===== config.mk =====
export PLATFORM = sky130hd
export DESIGN_NAME = prbs_outq
export DESIGN_NICKNAME = d
export VERILOG_FILES = /design/src/prbs_pkg.sv /design/src/prbs_outq.sv
export SDC_FILE = /design/constraint.sdc
export NUM_CORES = 1
export LEC_CHECK = 0
export ABC_AREA = 1
export BUFFER_PORTS_ARGS = -buffer_cell sky130_fd_sc_hd__buf_2
export CAP_MARGIN = 15
export CORE_AREA = 3 3 291 293
export DETAILED_ROUTE_END_ITERATION = 7
export DIE_AREA = 0 0 294 296
export PLACE_DENSITY = 0.6
export SLEW_MARGIN = 20
export SYNTH_ARGS = -nofsm -noshare
export SYNTH_HDL_FRONTEND = slang
export SYNTH_SLANG_ARGS = --single-unit

===== constraint.sdc =====
create_clock -name clk -period 17.5 [get_ports clk]
set_clock_uncertainty 0.15 [all_clocks]
set_input_delay 1.75 -clock clk [delete_from_list [all_inputs] [get_ports clk]]
set_output_delay 1.75 -clock clk [all_outputs]
set_load 0.1 [all_outputs]

===== src/prbs_pkg.sv =====
// ----------------------------------------------------------------------------
// prbs_pkg
// Types and constants shared by the retention buffer sampler modules.
// ----------------------------------------------------------------------------
package prbs_pkg;

  localparam int unsigned PER_MILLE = 1000;
  localparam int unsigned CFG_W     = 10;
  localparam int unsigned CAP_W     = 7;
  localparam int unsigned IDX_W     = 3;

  localparam logic       MODE_RECORD  = 1'b0;
  localparam logic       MODE_EXPORT  = 1'b1;
  localparam logic       KIND_SPAN    = 1'b0;
  localparam logic       KIND_CORRECT = 1'b1;
  localparam logic [1:0] PRIO_VERBOSE = 2'd0;
  localparam logic [1:0] PRIO_NORMAL  = 2'd1;
  localparam logic [1:0] PRIO_TAIL    = 2'd2;
  localparam logic [1:0] PRIO_ERROR   = 2'd3;

  typedef enum logic [IDX_W-1:0] {
    REG_CAPACITY = 3'd0,
    REG_BASE     = 3'd1,
    REG_FLOOR    = 3'd2,
    REG_LOW      = 3'd3,
    REG_HIGH     = 3'd4
  } reg_idx_t;

  typedef enum logic [2:0] {
    ST_STORED     = 3'd0,
    ST_EVICTED    = 3'd1,
    ST_DROP_NC    = 3'd2,
    ST_DROP_CRIT  = 3'd3,
    ST_EXP_ENTRY  = 3'd4,
    ST_EXP_EMPTY  = 3'd5
  } status_t;

  typedef struct packed {
    logic        kind;
    logic [1:0]  prio;
    logic [63:0] trace;
    logic [63:0] span;
    logic [63:0] time_ns;
    logic [63:0] measure;
  } entry_t;

  typedef struct packed {
    logic   mode;
    logic   critical;
    logic   clear;
    entry_t ent;
  } cmd_t;

  typedef struct packed {
    status_t     status;
    entry_t      ent;
    logic        last;
    logic [9:0]  rate;
    logic [31:0] verbose;
    logic [31:0] normal;
    logic [31:0] critical;
  } result_t;

endpackage


===== src/prbs_outq.sv =====
// ----------------------------------------------------------------------------
// prbs_outq
// Two-entry result queue towards the consumer.
// ----------------------------------------------------------------------------
module prbs_outq (
  input  logic              clk,
  input  logic              rst,
  input  logic              res_push,
  output logic              res_full,
  input  prbs_pkg::result_t res_in,
  output logic              empty,
  input  logic              pop,
  output prbs_pkg::result_t res_out
);
  import prbs_pkg::*;

  result_t    q [2];
  logic       wp, rp;
  logic [1:0] cnt;
  logic       do_push, do_pop;

  assign res_full = cnt[1];
  assign empty    = cnt == 2'd0;
  assign res_out  = q[rp];
  assign do_push  = res_push && !res_full;
  assign do_pop   = pop && !empty;

  always_ff @(posedge clk) begin
    if (do_push) begin
      q[wp] <= res_in;
    end
  end

  always_ff @(posedge clk) begin
    if (rst) begin
      wp  <= 1'b0;
      rp  <= 1'b0;
      cnt <= 2'd0;
    end else begin
      if (do_push) wp <= ~wp;
      if (do_pop) rp <= ~rp;
      cnt <= cnt + {1'b0, do_push} - {1'b0, do_pop};
    end
  end

  a_cnt_range: assert property (@(posedge clk) disable iff (rst) cnt != 2'd3)
    else $error("result queue count out of range");
  a_keep: assert property (@(posedge clk) disable iff (rst)
    !empty && !do_pop |=> !empty)
    else $error("result queue lost a word");
  a_none: assert property (@(posedge clk) disable iff (rst)
    empty && !do_push |=> empty)
    else $error("result queue invented a word");

endmodule


== Yosys cells after proc, flatten, opt, wreduce, memory -nomap -nowiden ==
Memories as Yosys holds them, arrays and structs flattened. A register that Yosys moved wholly into a read port is not among the register bits.
Index checks and enable logic that the tools add are counted.

* Add/subtract/negate cells: 2
* Multiplexer cells: 4
* Bitwise operators: 2
* Reduce and logical (&&, ||, !) cells: 5

{| class="wikitable"
|+ Operators by type and width
! operator !! number
|-
| two-way mux 1 bit || 4
|-
| adder 2 x 1 -> 2 bit || 1
|-
| logical AND 1 bit || 2
|-
| logical NOT 1 bit || 2
|-
| logical NOT 2 bit || 1
|-
| NOT 1 bit || 2
|-
| subtractor 2 x 1 -> 2 bit || 1
|}

* Register bits after elaboration: 4
* RAM bits: 738
* Bits of input ports: 373
* Output and inout bits: 371
* Word-level logic and storage cells: 17
* Memories kept: 1

{| class="wikitable"
|+ Memories
! memory !! depth !! width !! read ports !! clocked after Yosys merged registers in !! wr ports !! RTL line !! source
|-
| q || 2 || 369 || 1 || 1 || 1 || prbs_outq.sv:17 || <nowiki>result_t q [2];</nowiki>
|}

== Depth between registers and ports, before layout ==
* Depth after elaboration: 5
* Depth in mapped cells: 10
* Mapped depth without buffers: 10

== Least setup slack after synthesis ==
No wires, ideal clock.

* Path kind: input to register
* From: in res_push
* To: mem q[1][0] (netlist name) (enable)
* Setup time: 1.108 ns
* Arrival: 17.108 ns
* Required time: 16.242 ns
* Setup slack: -0.866 ns
* Stages: 2
* Path through: nand2_1 > nor2_1

* Word-level cells in the longest chain between the ends: 3

{| class="wikitable"
|+ RTL lines
! item !! RTL line !! source
|-
| start: declaration || prbs_outq.sv:8 || <nowiki>input logic res_push,</nowiki>
|-
| logical AND 1 bit || prbs_outq.sv:25 || <nowiki>assign do_push = res_push && !res_full;</nowiki>
|-
| two-way mux 1 bit || prbs_outq.sv:29 || <nowiki>if (do_push) begin</nowiki>
|-
| two-way mux 1 bit (not written as such) || prbs_outq.sv:30 || <nowiki>q[wp] <= res_in;</nowiki>
|-
| end: declaration || prbs_outq.sv:17 ||
|}

Every way passes these cells.

==> Flow_metrics.wiki <==
{| class="wikitable"
! Metric !! Value
|-
| Cells after synthesis || 1,185
|-
| Maximum number of pins on one net before global-route repair || 164
|-
| Post-DR wirelength/cell || 20.5 um
|-
| Count of final hold-check violations || 0
|-
| Vias || 14,004
|-
| Warnings from Yosys || 0
|-
| Critical-path cell list || buf_4 > buf_4 > buf_4 > mux2_2 > buf_2
|-
| Detail-routed via count per cell || 4.47
|-
| Critical Path Max Stage Delay || 0.83 ns
|-
| Data required time at the worst endpoint || 15.60 ns
|-
| Slew @ Worst Pin || 1.05 ns
|-
| Number of nets with antenna violations after routing || 0
|-
| Number of cell rows || 105
|-
| Count of cells resized by post-cts repair || 0
|-
| Arrival time at the worst endpoint || 4.50 ns
|-
| HPWL reported at the end of detailed placement || 45.2 mm
|-
| Net count of the mapped netlist || 1,560
|-
| Setup repair after global routing missed its margin || no
|-
| Worst Path Buf+Inv || 4
|-
| Share of the core filled with cells in the final layout || 41.9%
|-
| Number of global-route vias before repair || 15,061
|-
| Hold_buf cts || 0
|-
| Overflow after GRT || 0
|-
| Critical path's top delay family || buffers and inverters
|-
| Count of clock tree sinks || 743
|-
| Root buffer cell || sky130_fd_sc_hd__clkbuf_16
|-
| Period utilization || 36.5%
|-
| Area enclosed by the die boundary || 0.0870 mm2
|-
| Placeable Area || 0.0821 mm2
|-
| Number of detailed-route iterations in the first pass || 6
|-
| Wire length reported by the detailed router || 64.2 mm
|-
| Clock transition at the registers of the reported paths || 0.06 ns
|-
| Shortest clock period the worst path allows after layout || 6.40 ns
|-
| Number of max-slew violations in the final report || 0
|-
| Element type at the critical path end || output port
|-
| Layout cell share with drive strength beyond 1 || 60.5%
|-
| Tightest slew margin relative to the limit || 29.7%
|-
| Number of primary I/O pins || 744
|-
| Die H || 296 um
|-
| Worst min-delay path class || reg2reg
|-
| Wire length of the first global-routing pass || 91.3 mm
|-
| DRC viols || 0
|-
| DRC marker count from the first detailed-route iteration || 524
|-
| TritonCTS buffer count || 78
|-
| Critical path fanouts, max || 77
|-
| TritonCTS clock tree || built
|-
| Share of synthesized area occupied by flip-flops and latches || 82.5%
|-
| Launching element type of the critical path || flip-flop
|-
| Final-layout worst hold slack || 0.316 ns
|-
| Worst setup path class || reg2out
|-
| Floorplan die width || 294 um
|-
| Synthesis-to-finish area growth || 27.5%
|-
| Cell type with the highest occurrence count on the critical path || sky130_fd_sc_hd__buf_4
|-
| Number of buffer cells added on primary ports || 743
|-
| Setup repair bufs after CTS || 0
|-
| Number of flip-flops and latches in the synthesized netlist || 743
|-
| Total routing usage reported by global routing || 13.9%
|-
| Highest Clock Rate || 156 MHz
|-
| Unique cell type count in the Yosys netlist || 11
|-
| Final Net Count || 2,355
|-
| Later-pin clock latency in the skew report || 0.62 ns
|-
| Setup violations, final || 0
|-
| Initial cell density of the core || 32.9%
|-
| Synthesized cell area || 0.0270 mm2
|-
| Result of the run || finished clean
|-
| Total negative slack for setup checks || 0 ns
|-
| Max-cap violation count || 0
|-
| Non-Filler Cell Area, Final || 0.0344 mm2
|-
| Mapped Avg Cell Area || 22.8 um2
|-
| Number of H-tree branching levels || 3
|-
| Cell with the biggest individual delay on the critical path || sky130_fd_sc_hd__buf_4
|-
| Total cell area at the placement stage || 0.0317 mm2
|-
| Max Buffers Root-to-Sink || 3
|-
| RePlAce Congestion || 0.813
|-
| Initial antenna violation count || 23
|}
-- cell usage after synthesis --
cell type                  instances  area [um2]
sky130_fd_sc_hd__dfxtp_1           5         100
sky130_fd_sc_hd__nand2_1           7        26.3
sky130_fd_sc_hd__ha_1              2        25.0
sky130_fd_sc_hd__buf_2             5        25.0
sky130_fd_sc_hd__nor2_1            8        30.0
sky130_fd_sc_hd__a21oi_1           2        10.0
sky130_fd_sc_hd__inv_1            10        37.5
sky130_fd_sc_hd__nand3_1           3        15.0
sky130_fd_sc_hd__buf_6            36         405
sky130_fd_sc_hd__edfxtp_1        738       22200
sky130_fd_sc_hd__mux2_2          369        4160
-- layout make-up --
cell class,instances,area [um2]
Antenna cell,20,50.0
Inverter,10,45.0
Sequential cell,743,22300
Clock inverter,47,573
Clock buffer,99,2050
Multi-Input combinational cell,391,4270
Tap cell,1070,1340
Fill cell,7349,47700
Timing Repair Buffer,756,3830
-- cells in the final DEF (no fill, tap or decap) --
cell	n
sky130_fd_sc_hd__nand2_1	7
sky130_fd_sc_hd__clkbuf_1	20
sky130_fd_sc_hd__clkinv_16	4
sky130_fd_sc_hd__clkinvlp_4	2
sky130_fd_sc_hd__buf_4	12
sky130_fd_sc_hd__ha_1	2
sky130_fd_sc_hd__diode_2	20
sky130_fd_sc_hd__buf_12	1
sky130_fd_sc_hd__clkinv_4	1
sky130_fd_sc_hd__inv_1	9
sky130_fd_sc_hd__clkinv_1	17
sky130_fd_sc_hd__mux2_2	369
sky130_fd_sc_hd__nor2_4	1
sky130_fd_sc_hd__clkbuf_16	79
sky130_fd_sc_hd__nand3_1	3
sky130_fd_sc_hd__buf_2	743
sky130_fd_sc_hd__a21oi_1	2
sky130_fd_sc_hd__inv_8	2
sky130_fd_sc_hd__dfxtp_1	4
sky130_fd_sc_hd__clkinv_2	10
sky130_fd_sc_hd__nor2_1	7
sky130_fd_sc_hd__bufinv_16	9
sky130_fd_sc_hd__clkinv_8	1
sky130_fd_sc_hd__dfxtp_4	1
sky130_fd_sc_hd__inv_6	2
sky130_fd_sc_hd__edfxtp_1	738
-- logic make-up after synthesis --
group | count (synthesis) | share of synthesized area [%]
adders and majority gates | 2 | 0.0927
muxes | 369 | 15.4
buffers and inverters | 51 | 1.73
DFF | 743 | 82.5
AOI/OAI and AO/OA | 2 | 0.0371
and+or+nand+nor | 18 | 0.264
-- sequential cells by signal, indices dropped and copies added (netlist names), named ones only --
register,count
wp,1
cnt,2
rp,1
q,738
-- worst min-delay path: stages, from the launching register on --
cell	delay, ns
sky130_fd_sc_hd__dfxtp_1	0.31
sky130_fd_sc_hd__nand2_1	0.06
sky130_fd_sc_hd__a21oi_1	0.05
-- through the flow --
stage               worst slack (ns)  cells
floorplan                       5.40   1185
global placement               11.84   2970
detailed placement             11.72   2970
CTS                            11.02   3116
global route                   10.79   3128
finish                         11.10   3136
-- routing by layer --
layer  part of all wire (%)  GRT usage, %
met3                    8.5          4.96
met2                     52          25.0
met4                    4.8          7.11
met5                   0.12             0
met1                     35          14.3
-- final timing paths --
path                                         from                  end  slack, ns  depth (start not counted)
worst max-delay path                    flip-flop         res_out[229]      11.10                          5
worst min-delay path              wp$_SDFFE_PP0N_      wp$_SDFFE_PP0N_       0.32                          2
worst max register to register  cnt[1]$_SDFF_PP0_  q[1][314]$_DFFE_PP_      13.17                          6
worst min register to register    wp$_SDFFE_PP0N_      wp$_SDFFE_PP0N_       0.32                          2
Power is left out: the tool's default activity adds up to more than one toggle a clock period on the data nets, which glitch-free logic cannot reach.
