[config.mk]
export PLATFORM = sky130hd
export DESIGN_NAME = prbs_front
export DESIGN_NICKNAME = d
export VERILOG_FILES = /design/src/prbs_pkg.sv /design/src/prbs_front.sv
export SDC_FILE = /design/constraint.sdc
export NUM_CORES = 1
export LEC_CHECK = 0
export ABC_AREA = 1
export BUFFER_PORTS_ARGS = -buffer_cell sky130_fd_sc_hd__buf_2
export CAP_MARGIN = 20
export CORE_ASPECT_RATIO = 0.6
export CORE_MARGIN = 8
export CORE_UTILIZATION = 40
export CTS_CLUSTER_SIZE = 40
export DETAILED_ROUTE_END_ITERATION = 10
export PLACE_DENSITY = 0.67
export SLEW_MARGIN = 10
export SYNTH_ARGS = -nofsm -noshare
export SYNTH_HDL_FRONTEND = slang
export SYNTH_SLANG_ARGS = --single-unit
[constraint.sdc]
create_clock -name clk -period 32.5 [get_ports clk]
set_clock_uncertainty 0.2 [all_clocks]
set_input_delay 3.25 -clock clk [delete_from_list [all_inputs] [get_ports clk]]
set_output_delay 3.25 -clock clk [all_outputs]
set_load 0.05 [all_outputs]
[src/prbs_pkg.sv]
// ----------------------------------------------------------------------------
// prbs_pkg
// Types and constants shared by the retention buffer sampler modules.
// ----------------------------------------------------------------------------
package prbs_pkg;

  localparam int unsigned PER_MILLE = 1000;
  localparam int unsigned CFG_W     = 10;
  localparam int unsigned CAP_W     = 7;
  localparam int unsigned IDX_W     = 3;

  localparam logic       MODE_RECORD  = 1'b0;
  localparam logic       MODE_EXPORT  = 1'b1;
  localparam logic       KIND_SPAN    = 1'b0;
  localparam logic       KIND_CORRECT = 1'b1;
  localparam logic [1:0] PRIO_VERBOSE = 2'd0;
  localparam logic [1:0] PRIO_NORMAL  = 2'd1;
  localparam logic [1:0] PRIO_TAIL    = 2'd2;
  localparam logic [1:0] PRIO_ERROR   = 2'd3;

  typedef enum logic [IDX_W-1:0] {
    REG_CAPACITY = 3'd0,
    REG_BASE     = 3'd1,
    REG_FLOOR    = 3'd2,
    REG_LOW      = 3'd3,
    REG_HIGH     = 3'd4
  } reg_idx_t;

  typedef enum logic [2:0] {
    ST_STORED     = 3'd0,
    ST_EVICTED    = 3'd1,
    ST_DROP_NC    = 3'd2,
    ST_DROP_CRIT  = 3'd3,
    ST_EXP_ENTRY  = 3'd4,
    ST_EXP_EMPTY  = 3'd5
  } status_t;

  typedef struct packed {
    logic        kind;
    logic [1:0]  prio;
    logic [63:0] trace;
    logic [63:0] span;
    logic [63:0] time_ns;
    logic [63:0] measure;
  } entry_t;

  typedef struct packed {
    logic   mode;
    logic   critical;
    logic   clear;
    entry_t ent;
  } cmd_t;

  typedef struct packed {
    status_t     status;
    entry_t      ent;
    logic        last;
    logic [9:0]  rate;
    logic [31:0] verbose;
    logic [31:0] normal;
    logic [31:0] critical;
  } result_t;

endpackage

[src/prbs_front.sv]
// ----------------------------------------------------------------------------
// prbs_front
// Accepts input words, classifies them and holds them in a two-entry queue.
// ----------------------------------------------------------------------------
module prbs_front (
  input  logic            clk,
  input  logic            rst,
  input  logic            push,
  output logic            full,
  input  logic            mode,
  input  logic            event_kind,
  input  logic [1:0]      event_priority,
  input  logic [63:0]     trace_ident,
  input  logic [63:0]     span_ident,
  input  logic [63:0]     time_ns,
  input  logic [63:0]     measure,
  input  logic            clear_after,
  output logic            cmd_valid,
  input  logic            cmd_pop,
  output prbs_pkg::cmd_t  cmd
);
  import prbs_pkg::*;

  cmd_t       q [2];
  logic       wp, rp;
  logic [1:0] cnt;
  cmd_t       c_in;
  logic       do_push, do_pop;

  always_comb begin
    c_in.mode        = mode;
    c_in.clear       = clear_after;
    c_in.ent.kind    = event_kind;
    c_in.ent.prio    = (event_kind == KIND_CORRECT) ? PRIO_ERROR : event_priority;
    c_in.critical    = (event_kind == KIND_CORRECT) || (event_priority == PRIO_TAIL) ||
                       (event_priority == PRIO_ERROR);
    c_in.ent.trace   = trace_ident;
    c_in.ent.span    = span_ident;
    c_in.ent.time_ns = time_ns;
    c_in.ent.measure = measure;
  end

  assign full      = cnt[1];
  assign cmd_valid = cnt != 2'd0;
  assign cmd       = q[rp];
  assign do_push   = push && !full;
  assign do_pop    = cmd_pop && cmd_valid;

  always_ff @(posedge clk) begin
    if (do_push) begin
      q[wp] <= c_in;
    end
  end

  always_ff @(posedge clk) begin
    if (rst) begin
      wp  <= 1'b0;
      rp  <= 1'b0;
      cnt <= 2'd0;
    end else begin
      if (do_push) wp <= ~wp;
      if (do_pop) rp <= ~rp;
      cnt <= cnt + {1'b0, do_push} - {1'b0, do_pop};
    end
  end

  a_cnt_range: assert property (@(posedge clk) disable iff (rst) cnt != 2'd3)
    else $error("front queue count out of range");
  a_full_push: assert property (@(posedge clk) disable iff (rst)
    full && !do_pop |=> full)
    else $error("front queue lost a word");
  a_empty_nopop: assert property (@(posedge clk) disable iff (rst)
    !cmd_valid && !do_push |=> !cmd_valid)
    else $error("front queue invented a word");

endmodule

; Yosys cells after proc, flatten, opt, wreduce, memory -nomap -nowiden
; Memories as Yosys holds them, arrays and structs flattened. A register that Yosys moved wholly into a read port is not among the register bits.
; Index checks and enable logic that the tools add are counted.
[word_totals]
reg_bits = 4
ram_bits = 524
input_bits = 265
out_inout_bits = 264
word_cells = 21
memories = 1
[op_classes]
n_addsub = 2
eq_ne = 2
mux = 5
n_bitwise = 2
n_reduce_logical = 6
[mem_list]
columns = memory, depth, width, read_ports, rd_ports_with_merged_regs, wr, line_no
row1 = q, 2, 262, 1, 1, 1, prbs_front.sv:24  ; cmd_t q [2];
[op_table]
columns = cell, n
row1 = "2-bit == test, second input constant", 2
row2 = 1-bit two-way mux, 4
row3 = 2-bit by 1-bit adder with 2-bit output, 1
row4 = 1-bit logical AND, 2
row5 = 1-bit logical OR, 2
row6 = 2-bit two-way mux, 1
row7 = 1-bit inverter, 2
row8 = 2-bit nonzero test, 1
row9 = 2-bit by 1-bit subtractor with 2-bit output, 1
row10 = 1-bit zero test, 1

; Longest topological paths before layout
; Gate-level depths: netlist of run 1.
[depth]
depth_word = 4
depth_mapped = 9
mapped_depth_nobuf = 9

; Least setup slack after synthesis of run 1
; OpenSTA, ideal clock, no wires.
[synth_path]
path_type = input -> register
from = in push
to = mem q[1][0] (netlist bit), enable pin
setup_time_ps = 891
arrival_ps = 14227
t_required_ps = 31409
slack_ps = 17182
stages = 2
path_buffers = 0
cell_sequence = nand2_1 -> nor2_1
[synth_between]
elab_chain_len = 3
[synth_lines]
columns = element, line_no
row1 = from (decl), prbs_front.sv:8  ; input logic push,
row2 = 1-bit logical AND, prbs_front.sv:46  ; assign do_push = push && !full;
row3 = 1-bit two-way mux, prbs_front.sv:50  ; if (do_push) begin
row4 = 1-bit two-way mux (not written as such), prbs_front.sv:51  ; q[wp] <= c_in;
row5 = to (decl), prbs_front.sv:24
; Every way passes these cells.

==> results.py, run 1 <==
metrics = {
    "status": {
        "status": "completed",
    },
    "hold_path": {
        "hp-start": "rp$_SDFFE_PP0P_",
        "whs_path_depth": 2,
        "min_path_type": "reg -> reg",
    },
    "clock_network": {
        "cts_tree": "yes",
        "post_cts.repair.setup_buffers": 0,
        "hold_buffers": 0,
        "cts_sinks": 529,
        "cts_made_buffers": 48,
        "cts_resized": 0,
        "clkLatencyLatePin_ps": 540,
        "clk_pin_slew_ps": 60,
        "cts-root-buf": "clkbuf_16",
        "htreeDepth": 2,
        "clk_path_buf_depth": 3,
    },
    "yosys": {
        "synth-seq-cells": 529,
        "syn_area_mm2": 0.0199,
        "synthCells": 850,
        "syn-num-nets": 1116,
        "ys_types": 17,
        "synth_area_per_cell_um2": 23.4,
        "ys_seq_area_frac": 0.796,
        "ys.warnings.count": 0,
    },
    "sta": {
        "finalMaxSlewViolations": 0,
        "hold_viol": 0,
        "fmax_mhz": 137,
        "rsz0062_at_grt": "false",
        "fin_crit_sh": 0.224,
        "holdWs_ps": 265,
        "setup-violations-final": 0,
        "tightest_slew_ps": 1060,
        "slew_headroom": 0.295,
        "tns_ps": 0,
        "min_period_ps": 7290,
    },
    "placed_design": {
        "port_buffers": 528,
        "dp.cells": 2011,
        "routabilityCongestion": 0.749,
        "hpwl_mm": 29.2,
        "place_area_mm2": 0.0232,
    },
    "final_layout": {
        "finalNonFillerCells": 2102,
        "final_common_cell": "buf_2",
        "fillers": 4078,
        "area_growth_pct": 24.1,
        "num-nets-final": 1677,
        "drive_gt1_frac": 0.603,
        "mostFrequentLayoutCells": "buf_2 (528), edfxtp_1 (524), mux2_4 (180), mux2_2 (82), clkbuf_16 (49)",
        "stdcell_area_mm2": 0.0247,
    },
    "setup_path": {
        "r2r.worst_path.cells": 6,
        "critical-path-top-delay-family": "buffers and inverters",
        "max_stage_delay_ps": 880,
        "crit_slowest_cell": "buf_4",
        "path_class": "reg -> out",
        "worst_path_most_repeated_cell": "buf_4",
        "cp_cell_sequence": "buf_4 -> buf_4 -> mux2_4 -> buf_2",
        "rr_endpoint": "q[1][122]$_DFFE_PP_",
        "cp_num_buf_inv": 3,
        "cp.arrival_ps": 3840,
        "r2r_slack_ps": 28700,
        "start_kind": "flop",
        "cp.required_ps": 29050,
        "r2r_start": "cnt[1]$_SDFF_PP0_",
        "critPathMaxFanout": 62,
        "setup.worst_path.end_class": "primary output",
    },
    "global_route": {
        "met1_usage": 0.173,
        "grt_pass1_vias": 10800,
        "grt-ovfl-total": 0,
        "grt_max_degree": 75,
        "grt_pass1_wl_mm": 64.0,
        "grt_use_met3": 0.0493,
        "grt_antenna_before_repair": 9,
        "grt_use_met2": 0.239,
        "grt-busiest-layer": "met2",
        "grt_use_total": 0.141,
    },
    "job": {
        "drv_cap": 0,
    },
    "route": {
        "drcViolationCount": 0,
        "num_vias": 9759,
        "drtIter0Drc": 535,
        "drtPass1Iterations": 4,
        "final_antenna_net_count": 0,
        "routedWlPerCell_um": 20.2,
        "routed_wirelength_mm": 42.5,
        "vias_per_cell": 4.64,
    },
    "floorplanning": {
        "start_util": 0.404,
        "core.rowCount": 63,
        "ios": 529,
        "core_mm2": 0.0493,
        "dieWidth_um": 304,
        "dieArea_mm2": 0.0573,
        "die_y_um": 189,
    },
    "power_and_ir_drop": {
        "p_int_uw": 1340,
        "seq_power_share": 0.420,
        "netSwitchingPower_uw": 719,
        "sw_frac_of_total": 0.348,
        "clkPwrFrac": 0.263,
        "p_leak_uw": 0.00946,
        "fin_total_pwr_uw": 2060,
        "pwr_density_cell_mw_per_mm2": 83.5,
        "share_comb_of_total_power": 0.317,
        "vdd_drop_max_uv": 55.9,
    },
}
[cell usage after synthesis]
master / number / area (um2)
a21oi_1: 4 / 20.0
buf_2: 8 / 40.0
buf_6: 21 / 236
dfxtp_1: 5 / 100
edfxtp_1: 524 / 15700
ha_1: 1 / 12.5
inv_1: 8 / 30.0
mux2_2: 82 / 923
mux2_4: 180 / 2700
nand2_1: 4 / 15.0
nand3_1: 1 / 5.00
nand4_1: 1 / 6.26
nor2_1: 4 / 15.0
nor3_1: 1 / 5.00
o21ai_0: 1 / 5.00
or2_2: 4 / 25.0
xor2_1: 1 / 8.76
[sequential cells by signal (all words and copies together), names as in the netlist, named ones only]
name / count
q: 524
wp: 1
cnt: 2
rp: 1
[tightest hold or removal path, cell delays in order, from the launching register on]
cell	delay [ps]
dfxtp_1	300
inv_1	70
a21oi_1	60
[final cells by class]
type                    instances  area, um2  area share
multi-input cells             284       3760       0.152
inverters                       8       30.0     0.00122
well taps                     650        813      0.0329
repair buffers                540       2730       0.111
clock buffers                  59       1260      0.0512
diodes                          5       12.5    0.000507
flip-flops and latches        529      15800       0.642
clock inverters                27        233     0.00943
[routing by layer]
layer	vias up	routed length [um]
met5	-	39
met4	6	785
met3	73	3150
met2	328	21000
met1	4847	17500
li1	4505	-
[power by group through the flow]
stage                     Sequential, uW  Clock, uW  Combinational [uW]
after floorplan                      905          0                 531
after global placement               878          0                 660
after detailed placement             882          0                 662
after CTS                            867        561                 663
after global routing                 874        585                 682
final                                866        542                 653
[worst max-delay path by stage]
stage	start	cells past startpoint	endpoint
5_1_grt	flop	4	cmd[132]
3_5_place_dp	push	6	q[0][107]$_DFFE_PP_
3_3_place_gp	flop	4	cmd[132]
4_1_cts	flop	4	cmd[132]
6_report	flop	4	cmd[132]
2_1_floorplan	push	2	q[1][0]$_DFFE_PP_
[metrics by stage]
step | util | setup WS (ps)
CTS | 0.501 | 25090
global placement | 0.470 | 25690
finish | 0.501 | 25210
floorplan | - | 17180
detailed placement | 0.470 | 25680
global route | 0.501 | 24920
[logic make-up after synthesis]
logic type / synth area share
DFF: 0.796
muxes: 0.182
buffers and inverters: 0.0154
and+or+nand+nor: 0.00359
AOI/OAI and AO/OA: 0.00126
xor gates and xnor gates: 0.000441
adders and majority gates: 0.000629
(Power assumes the default switching activity.)
==> inputs of run 2 (changes only) <==
Clock period 32.5 ns to 7.25 ns, I/O delays scaled along.
==> run 2 against run 1 <==
Compared with the run above:
- sequential cell count unchanged
- sequential power increased to 4.5 times the previous value
- worst setup slack worse by 22000 ps
- combinational power rose to 4.5 times the previous value
- die area is the same
- routed wire length increased by 2.1%
- global-route usage is 0.20 points higher
- total power increased to 4.6 times the previous value
==> results.py, run 2 (synthesis results as in run 1) <==
metrics = {
    "clock_network": {
        "cts_made_buffers": 49,
        "clkLatencyLatePin_ps": 550,
        "hold_buffers": 0,
        "clk_path_buf_depth": 3,
        "htreeDepth": 2,
        "clk_pin_slew_ps": 70,
        "cts_sinks": 529,
        "cts_resized": 0,
        "cts_tree": "yes",
        "cts-root-buf": "clkbuf_16",
        "post_cts.repair.setup_buffers": 0,
    },
    "final_layout": {
        "mostFrequentLayoutCells": "buf_2 (528), edfxtp_1 (524), mux2_4 (180), mux2_2 (82), clkbuf_16 (49)",
        "area_growth_pct": 24.9,
        "layout.area.seq_mm2": 0.0158,
        "multi_input_area_mm2": 0.00376,
        "fillers": 4012,
        "top_register": "q",
        "num-nets-final": 1674,
        "drive_gt1_frac": 0.606,
        "fin_util": 0.504,
        "top_regs": "q: 524 flops, cnt: 2 flops",
        "largest_reg_flops": 524,
        "final_common_cell": "buf_2",
    },
    "floorplanning": {
        "dieWidth_um": 304,
        "core.rowCount": 63,
        "ios": 529,
        "core_mm2": 0.0493,
        "start_util": 0.404,
        "dieArea_mm2": 0.0573,
        "die_y_um": 189,
    },
    "route": {
        "routed_wirelength_mm": 43.4,
        "drtIter0Drc": 507,
        "num_vias": 9878,
        "drtPass1Iterations": 4,
        "final_antenna_net_count": 0,
        "vias_per_cell": 4.70,
        "drcViolationCount": 0,
        "routedWlPerCell_um": 20.6,
    },
    "hold_path": {
        "min_path_type": "in -> reg",
    },
    "sta": {
        "min_period_ps": 3610,
        "tightest_slew_ps": 1060,
        "holdWs_ps": 163,
        "finalMaxSlewViolations": 0,
        "slew_headroom": 0.295,
        "setup-violations-final": 0,
        "hold_viol": 0,
        "fmax_mhz": 277,
        "fin_crit_sh": 0.498,
        "rsz0062_at_grt": "false",
    },
    "power_and_ir_drop": {
        "share_comb_of_total_power": 0.314,
        "p_int_uw": 6180,
        "sw_frac_of_total": 0.345,
        "seq_power_share": 0.410,
        "netSwitchingPower_uw": 3260,
        "p_leak_uw": 0.00953,
        "clkPwrFrac": 0.276,
        "pwr_density_cell_mw_per_mm2": 380,
        "vdd_drop_max_uv": 255,
    },
    "setup_path": {
        "critPathMaxFanout": 114,
        "cp.arrival_ps": 2690,
        "cp.required_ps": 6320,
        "critical-path-top-delay-family": "buffers and inverters",
        "start_kind": "flop",
        "cp_num_buf_inv": 2,
        "cp_cell_sequence": "buf_12 -> mux2_2 -> buf_2",
        "setup.worst_path.end_class": "primary output",
        "max_stage_delay_ps": 610,
        "crit_slowest_cell": "dfxtp_4",
        "path_class": "reg -> out",
    },
    "global_route": {
        "grt_max_degree": 147,
        "grt_pass1_vias": 10700,
        "grt_pass1_wl_mm": 64.6,
        "grt-ovfl-total": 0,
        "grt_use_total": 0.143,
        "grt_antenna_before_repair": 11,
    },
    "placed_design": {
        "hpwl_mm": 29.9,
        "port_buffers": 528,
        "routabilityCongestion": 0.748,
    },
    "status": {
        "status": "completed",
    },
    "job": {
        "drv_cap": 0,
    },
}
run 2: final timing paths:
kind | start | endpoint | slack [ps] | cells past startpoint
setup / recovery | flop | cmd[261] | 3640 | 3
hold / removal | span_ident[10] | q[0][138]$_DFFE_PP_ | 160 | 1
setup reg to reg | cnt[1]$_SDFF_PP0_ | q[1][102]$_DFFE_PP_ | 4320 | 5
hold reg to reg | rp$_SDFFE_PP0P_ | flop | 270 | 2
run 2: final cells by class:
cell class / count / share of cell area
Antenna cell: 8 / 0.000806
Multi-Input combinational cell: 284 / 0.151
Timing Repair Buffer: 536 / 0.111
Clock inverter: 32 / 0.0150
Sequential cell: 529 / 0.638
Clock buffer: 56 / 0.0504
Inverter: 8 / 0.00121
Tap cell: 650 / 0.0327
run 2: power groups by stage:
stage	Combinational (uW)	Sequential, uW	Clock (uW)
final	2960	3870	2610
after global routing	3080	3900	2810
after CTS	3000	3870	2700
after detailed placement	2990	3940	0
after global placement	2990	3920	0
after floorplan	2380	3990	0
run 2: metrics by stage:
step,total power [uW],worst slack [ps],cells,TNS [ps],area (um2)
5_1_grt,9790,3540,2099,0,24800
6_report,9440,3640,2103,0,24800
3_3_place_gp,6900,3990,2007,0,23200
4_1_cts,9570,3610,2095,0,24800
2_1_floorplan,6370,-1100,850,-573190,19900
3_5_place_dp,6930,3960,2007,0,23200
run 2: layer usage:
layer  wire, um  vias up  track usage
li1           -     4506            -
met1      17200     4965        0.174
met2      21800      336        0.244
met3       3520       63       0.0501
met4        769        8       0.0351
met5         46        -            0
==> inputs of run 3 (changes only) <==
Settings changed: PLACE_DENSITY 0.67 to 0.7.
Clock period 7.25 ns to 3 ns, I/O delays scaled along.
==> run 3 against run 2 <==
Compared with the run above:
- count of clock-buffer cells in the layout stayed put
- highest routed layer is now met4
- worst setup slack worse by 3300 ps
- critical endpoint is now cmd[33]
- register-to-register slack worse by 3300 ps
- final area is 11% higher
- non-clock buffer count is 292 higher
- sequential power is 140% higher
- via count is 12% higher
- sequential share of layout area is 6.5 points lower
==> results.py, run 3 (synthesis results as in run 1) <==
metrics = {
    "sta": {
        "fin_crit_sh": 0.899,
        "finalMaxSlewViolations": 0,
        "tightest_slew_ps": 423,
        "min_period_ps": 2700,
        "hold_viol": 0,
        "setup_ws_ps": 303,
        "slew_headroom": 0.718,
        "setup-violations-final": 0,
        "fmax_mhz": 371,
        "rsz0062_at_grt": "false",
    },
    "setup_path": {
        "r2r_slack_ps": 1040,
        "r2r.worst_path.cells": 5,
        "cp.arrival_ps": 2200,
        "setup.worst_path.end_class": "primary output",
        "path_class": "reg -> out",
        "cp.required_ps": 2500,
        "r2r_start": "cnt[1]$_SDFF_PP0_",
        "critPathMaxFanout": 27,
        "rr_endpoint": "q[1][9]$_DFFE_PP_",
        "start_kind": "flop",
    },
    "clock_network": {
        "cts_sinks": 529,
        "post_cts.repair.setup_buffers": 0,
        "cts_made_buffers": 49,
        "cts_tree": "yes",
        "clk_path_buf_depth": 3,
        "cts_resized": 0,
        "htreeDepth": 2,
        "clk_pin_slew_ps": 60,
        "hold_buffers": 264,
        "clkLatencyLatePin_ps": 540,
        "cts-root-buf": "clkbuf_16",
    },
    "route": {
        "drcViolationCount": 0,
        "routed_wirelength_mm": 47.9,
        "vias_per_cell": 4.64,
        "routedWlPerCell_um": 20.1,
        "final_antenna_net_count": 0,
        "drtIter0Drc": 552,
        "drtPass1Iterations": 6,
        "num_vias": 11100,
    },
    "floorplanning": {
        "ios": 529,
        "dieArea_mm2": 0.0573,
        "dieWidth_um": 304,
        "core_mm2": 0.0493,
        "core.rowCount": 63,
        "start_util": 0.404,
        "die_y_um": 189,
    },
    "hold_path": {
        "min_path_type": "reg -> reg",
        "whs_path_depth": 2,
        "holdPathEnd": "rp$_SDFFE_PP0P_",
        "hp-start": "rp$_SDFFE_PP0P_",
    },
    "final_layout": {
        "mostFrequentLayoutCells": "buf_2 (528), edfxtp_1 (524), dlygate4sd3_1 (264), mux2_4 (180), mux2_2 (82)",
        "area_growth_pct": 39.0,
        "largest_reg_flops": 524,
        "finalNonFillerCells": 2390,
        "top_regs": "q: 524 flops, cnt: 2 flops",
        "final_common_cell": "buf_2",
        "top_register": "q",
        "fin_util": 0.561,
        "drive_gt1_frac": 0.519,
        "stdcell_area_mm2": 0.0276,
        "num-nets-final": 1966,
    },
    "status": {
        "status": "completed",
    },
    "global_route": {
        "grt_pass1_vias": 12300,
        "grt_pass1_wl_mm": 72.7,
        "grt_max_degree": 60,
        "grt_antenna_before_repair": 4,
        "grt-ovfl-total": 0,
        "grt_use_total": 0.159,
    },
    "job": {
        "drv_cap": 0,
    },
    "placed_design": {
        "routabilityCongestion": 0.805,
        "place_area_mm2": 0.0235,
        "hpwl_mm": 31.5,
        "port_buffers": 528,
        "dp.cells": 2035,
        "place_ws_ps": 866,
    },
    "power_and_ir_drop": {
        "pwr_density_cell_mw_per_mm2": 824,
        "p_leak_uw": 0.0107,
        "vdd_drop_max_uv": 666,
    },
}
[run 3: worst max-delay path by stage]
stage                      start                 to  slack, ps  cells past startpoint
6_report                    flop            cmd[33]        300                      4
5_1_grt                     flop            cmd[50]        200                      4
4_1_cts                     flop            cmd[33]        250                      4
3_5_place_dp                flop            cmd[33]        870                      4
3_3_place_gp                flop            cmd[63]        880                      4
2_1_floorplan  cnt[1]$_SDFF_PP0_  q[1][0]$_DFFE_PP_      -2050                      3
[run 3: cell type report]
class | instances | area [um2]
Antenna cell | 4 | 10.0
Clock buffer | 56 | 1250
Clock inverter | 31 | 199
Fill cell | 3685 | 21600
Inverter | 8 | 32.5
Multi-Input combinational cell | 284 | 3770
Sequential cell | 529 | 15800
Tap cell | 650 | 813
Timing Repair Buffer | 828 | 5730
[run 3: per-layer routing]
metal  up-vias  routed length (um)  global-route usage
met5         -                   0                   0
met4         0                 858              0.0342
met3        73                3090              0.0473
met2       366               24700               0.284
met1      5561               19300               0.190
li1       5092                   -                   -
[run 3: power by group]
group / leakage (uW) / switching (uW) / internal, uW
logic: 0.00509 / 5210 / 2480
clock network: 0.000712 / 2590 / 3160
registers: 0.00494 / 227 / 9110
total: 0.0107 / 8030 / 14700
[run 3: stage by stage]
stage / setup TNS (ps) / hold slack [ps] / power, uW
after floorplan: -1071280 / 171 / 15300
after global placement: 0 / 263 / 16800
after detailed placement: 0 / 266 / 16900
after CTS: 0 / 223 / 23000
after global routing: 0 / 241 / 23600
final: 0 / 273 / 22800
[run 3: worst max-delay path, stage by stage, from the launching register on]
cell and delay [ps]:
dfxtp_4 520, buf_12 280, buf_4 250, mux2_2 370, buf_2 220
